--- config.mk ---
export PLATFORM = sky130hd
export DESIGN_NAME = cra_div
export DESIGN_NICKNAME = d
export VERILOG_FILES = /design/src/rtl/cra_div.sv
export SDC_FILE = /design/constraint.sdc
export NUM_CORES = 1
export LEC_CHECK = 0
export ABC_AREA = 1
export BUFFER_PORTS_ARGS = -buffer_cell sky130_fd_sc_hd__buf_2
export CORE_ASPECT_RATIO = 1.4
export CORE_MARGIN = 5
export CORE_UTILIZATION = 40
export CTS_CLUSTER_DIAMETER = 200
export DETAILED_ROUTE_END_ITERATION = 8
export MAX_ROUTING_LAYER = met4
export SLEW_MARGIN = 10
export SYNTH_ARGS = -nofsm -noshare
export SYNTH_HDL_FRONTEND = slang
export SYNTH_SLANG_ARGS = --single-unit
--- constraint.sdc ---
create_clock -name clk -period 3.2 [get_ports clk]
set_input_delay 0.96 -clock clk [delete_from_list [all_inputs] [get_ports clk]]
set_output_delay 0.96 -clock clk [all_outputs]
set_load 0.005 [all_outputs]
--- src/rtl/cra_div.sv ---
// ----------------------------------------------------------------------------
// cra_div
// Restoring radix-2 divider, one quotient bit per cycle.
// ----------------------------------------------------------------------------
module cra_div #(
  parameter int NUM_W = 53,
  parameter int DEN_W = 32
) (
  input  logic             clk,
  input  logic             rst,
  input  logic             start,
  input  logic [NUM_W-1:0] num,
  input  logic [DEN_W-1:0] den,
  output logic             done,
  output logic [NUM_W-1:0] quot
);

  localparam int CNT_W = $clog2(NUM_W + 1);

  logic [DEN_W-1:0] rem;
  logic [DEN_W-1:0] den_r;
  logic [CNT_W-1:0] cnt;
  logic             run;
  logic [DEN_W:0]   rem_sh;
  logic             q_bit;
  logic [DEN_W:0]   rem_sub;

  // trial subtract of the shifted remainder
  assign rem_sh  = {rem, quot[NUM_W-1]};
  assign q_bit   = rem_sh >= {1'b0, den_r};
  assign rem_sub = rem_sh - {1'b0, den_r};

  // iteration control
  always_ff @(posedge clk) begin
    if (rst) begin
      run  <= 1'b0;
      done <= 1'b0;
      cnt  <= '0;
    end else begin
      done <= 1'b0;
      if (start) begin
        run <= 1'b1;
        cnt <= CNT_W'(NUM_W);
      end else if (run) begin
        cnt <= cnt - 1'b1;
        if (cnt == CNT_W'(1)) begin
          run  <= 1'b0;
          done <= 1'b1;
        end
      end
    end
  end

  // datapath
  always_ff @(posedge clk) begin
    if (start) begin
      rem   <= '0;
      den_r <= den;
      quot  <= num;
    end else if (run) begin
      rem  <= q_bit ? rem_sub[DEN_W-1:0] : rem_sh[DEN_W-1:0];
      quot <= {quot[NUM_W-2:0], q_bit};
    end
  end

endmodule

==> flow_summary.ini <==
[final_layout]
nets = 1336
fillers = 2038
antennaDiodeCount = 0
instances_no_fill = 1474
final_util_pct = 48.54
drive_gt1_share_pct = 17.94
syn2layout_area_growth_pct = 19.28

[logic_synthesis]
yosys_warnings = 0
synth.net_count = 1196
ys_seq_area_share_pct = 42.87
synth.avg_cell_area_um2 = 7.289
ys_top_cells_by_area = edfxtp_1 33%, nand2_1 22%, dfxtp_1 10%, inv_1 8.4%, ha_1 5.4%
ys_types = 42
netlist_area_um2 = 7821
netlist_instances = 1073
synth_top_cell_by_area = edfxtp_1
yosysTopAreaCellShare_pct = 32.63
ys_ff_latch = 125

[pwr]
leakage_nw = 4.930
vdd_drop_max_mv = 0.3245
p_per_area_nw_per_um2 = 468.5

[cts]
hold_buffers = 0
htree_levels = 4
clk_pin_slew_ns = 0.06
cts_resized = 0
clock_sinks = 125
cts_tree = done
clockBufferDepth = 2
root_buffer = clkbuf_16
clk_latency_ns = 0.42
cts_buffers = 17
postCtsSetupRepairBufs = 0

[timing]
skew_ns = 0.01073
period_share_pct = 74.57
worstMarginPinSlew_ns = 0.4444
setup_viol = 0
finalCriticalPeriod_ns = 2.386
setup_slack_ns = 0.8139
rsz0062_at_grt = no
hold_viol_final = 0
tns_ns = 0
clock.fmax_ghz = 0.4191
final_max_slew_viol_count = 0
hold_slack_ns = 0.4680
slew_headroom_pct = 70.37

[place]
hpwl_um = 15930
io_buffers = 141
gp_congestion = 0.9582
dp_cells = 1442
pre_cts_ws_ns = 0.7910

[route]
via_per_inst = 4.685
drtPass1Iterations = 5
ant_nets = 0
finalWirelength_um = 21020
drt_iter0_markers = 285
drc = 0
avgRoutedWirePerCell_um = 14.26
vias = 6905

[grt]
grtUsageTotal_pct = 20.07
antenna_found_initial = 0
grt_pass1_vias = 7160
grt_pass1_wl_um = 34760
grt_max_degree = 72
overflow = 0

[setup_path]
cp_max_fo = 23
setup.worst_path.end = rem[4]
critPathRequiredTime_ns = 3.50
cp-end-kind = flop
crit_top_cell = nand3_1
reg2reg_to = rem[4]
timing.rr.start = den_r[30]
rrSetupSlack_ns = 0.81
cp_slowest_stage_delay_ns = 0.36
arrival_ns = 2.69
reg2reg_depth = 11
startpoint = den_r[30]
critPathKind = reg2reg
start_kind = flop
crit_chain = inv_1 -> ha_1 -> a21oi_1 -> nor2_1 -> nor3_2 -> nand3_4 -> nor2_8 -> buf_4 -> nand3_1 -> nand3_1 -> o21ai_1
cpMaxStageDelayCell = edfxtp_1

[run_status]
status = finished clean

[die]
dieArea_um2 = 22490
io_pins = 142
rows = 60
die_h_um = 175.5
start_util_pct = 40.70
design.core.area_um2 = 19220
die-width_um = 128.2

[hold_path]
min_path_type = reg2reg

[flow_run]
drv_cap = 0
-- final cells by class --
class	count	area, um2	share of cell area (%)
sequential	125	3353	35.94
timing repair buffer	148	785.8	8.423
tap	248	310.3	3.326
inverter	182	683.2	7.323
clock inverter	15	151.4	1.623
clock buffer	17	425.4	4.560
multi-input combinational	739	3620	38.80
-- through the flow --
| step | total power [mW] | cell area [um2] |
|---|---|---|
| 2_1_floorplan | 2.242 | 7823 |
| 3_3_place_gp | 2.478 | 8752 |
| 3_5_place_dp | 2.482 | 8752 |
| 4_1_cts | 4.434 | 9329 |
| 5_1_grt | 4.580 | 9329 |
| 6_report | 4.370 | 9329 |
-- flip-flops by register name (all words and copies together) (netlist names) --
name	flops
cnt	6
den_r	32
done	1
quot	53
rem	32
run	1
-- cell usage in the layout, fill, tap and decap left out, types with 10 or more instances in the layout --
| master | count |
|---|---|
| inv_1 | 175 |
| nand2_1 | 452 |
| dfxtp_1 | 40 |
| ha_1 | 34 |
| o21ai_0 | 10 |
| buf_2 | 140 |
| clkbuf_16 | 17 |
| a21oi_1 | 20 |
| nor2_1 | 41 |
| nand3_1 | 76 |
| edfxtp_1 | 85 |
| o21ai_1 | 13 |
| nand2_2 | 11 |
| xnor2_1 | 14 |
| nor2_2 | 10 |
| nand3b_1 | 20 |
-- metal layers --
metal	GRT usage [%]	wire length, um	vias up
met3	4.503	1108	36
met4	7.301	529	0
met1	21.61	8488	3061
met2	35.74	10890	191
met5	-	0	-
li1	-	-	3617
-- cells in the mapped netlist --
| cell | instances |
|---|---|
| nand2_4 | 1 |
| fa_1 | 1 |
| buf_4 | 1 |
| nor2_2 | 9 |
| nand3b_1 | 20 |
| nor2_4 | 3 |
| nor3_2 | 1 |
| a31oi_1 | 1 |
| inv_2 | 6 |
| nor4_1 | 1 |
| clkbuf_1 | 16 |
| and3_2 | 1 |
| clkinv_1 | 1 |
| buf_2 | 2 |
| o21bai_1 | 1 |
| o31ai_1 | 1 |
| nand2_2 | 11 |
| edfxtp_1 | 85 |
| o21ai_2 | 3 |
| and2_1 | 4 |
| ha_1 | 34 |
| o21ai_0 | 10 |
| a21o_1 | 1 |
| nand3_2 | 1 |
| inv_1 | 175 |
| nand3_1 | 76 |
| buf_6 | 8 |
| a21oi_1 | 20 |
| xor2_1 | 1 |
| a21boi_0 | 1 |
| nand2_8 | 2 |
| nor2_8 | 1 |
| xnor2_1 | 14 |
| nand2_1 | 452 |
| o21ai_1 | 13 |
| and3_1 | 1 |
| nand4_1 | 4 |
| nor2_1 | 42 |
| dfxtp_1 | 40 |
| nor3_1 | 5 |
| nand3_4 | 1 |
| a211oi_1 | 2 |
-- cells by family (layout without fill, tap and decap cells) --
family	count (synthesis)	after routing	synth area share [%]
adders and majority gates	35	35	5.695
DFF	125	125	42.87
buffers and inverters	209	362	10.88
AOI/OAI and AO/OA	53	53	3.744
and+or+nand+nor	636	636	35.13
xor gates and xnor gates	15	15	1.680
-- worst min path at each step --
stage          startpoint  endpoint  slack (ns)  depth (start not counted)
2_1_floorplan     rem[19]   rem[19]        0.44                          2
4_1_cts           rem[20]   rem[20]        0.47                          2
6_report          rem[20]   rem[20]        0.47                          2
3_3_place_gp      rem[23]   rem[23]        0.46                          2
3_5_place_dp      rem[20]   rem[20]        0.46                          2
5_1_grt           rem[20]   rem[20]        0.48                          2
-- worst max-delay path: cells and delay by family, from the launching register on --
family | cells | cell delay (ns)
AO/OA/AOI/OAI | 2 | 0.29
AND/OR/NAND/NOR | 6 | 0.99
flip-flops | 1 | 0.36
buffers and inverters | 2 | 0.35
adder cells (fa/ha/maj) | 1 | 0.27
-- power by group --
group          leakage (nW)  internal, mW  switching, mW
Clock                 0.275          1.10          0.834
Sequential             1.18          1.86         0.0567
Combinational          3.47         0.204          0.314
Note: power is estimated with default switching activity, not from simulation.
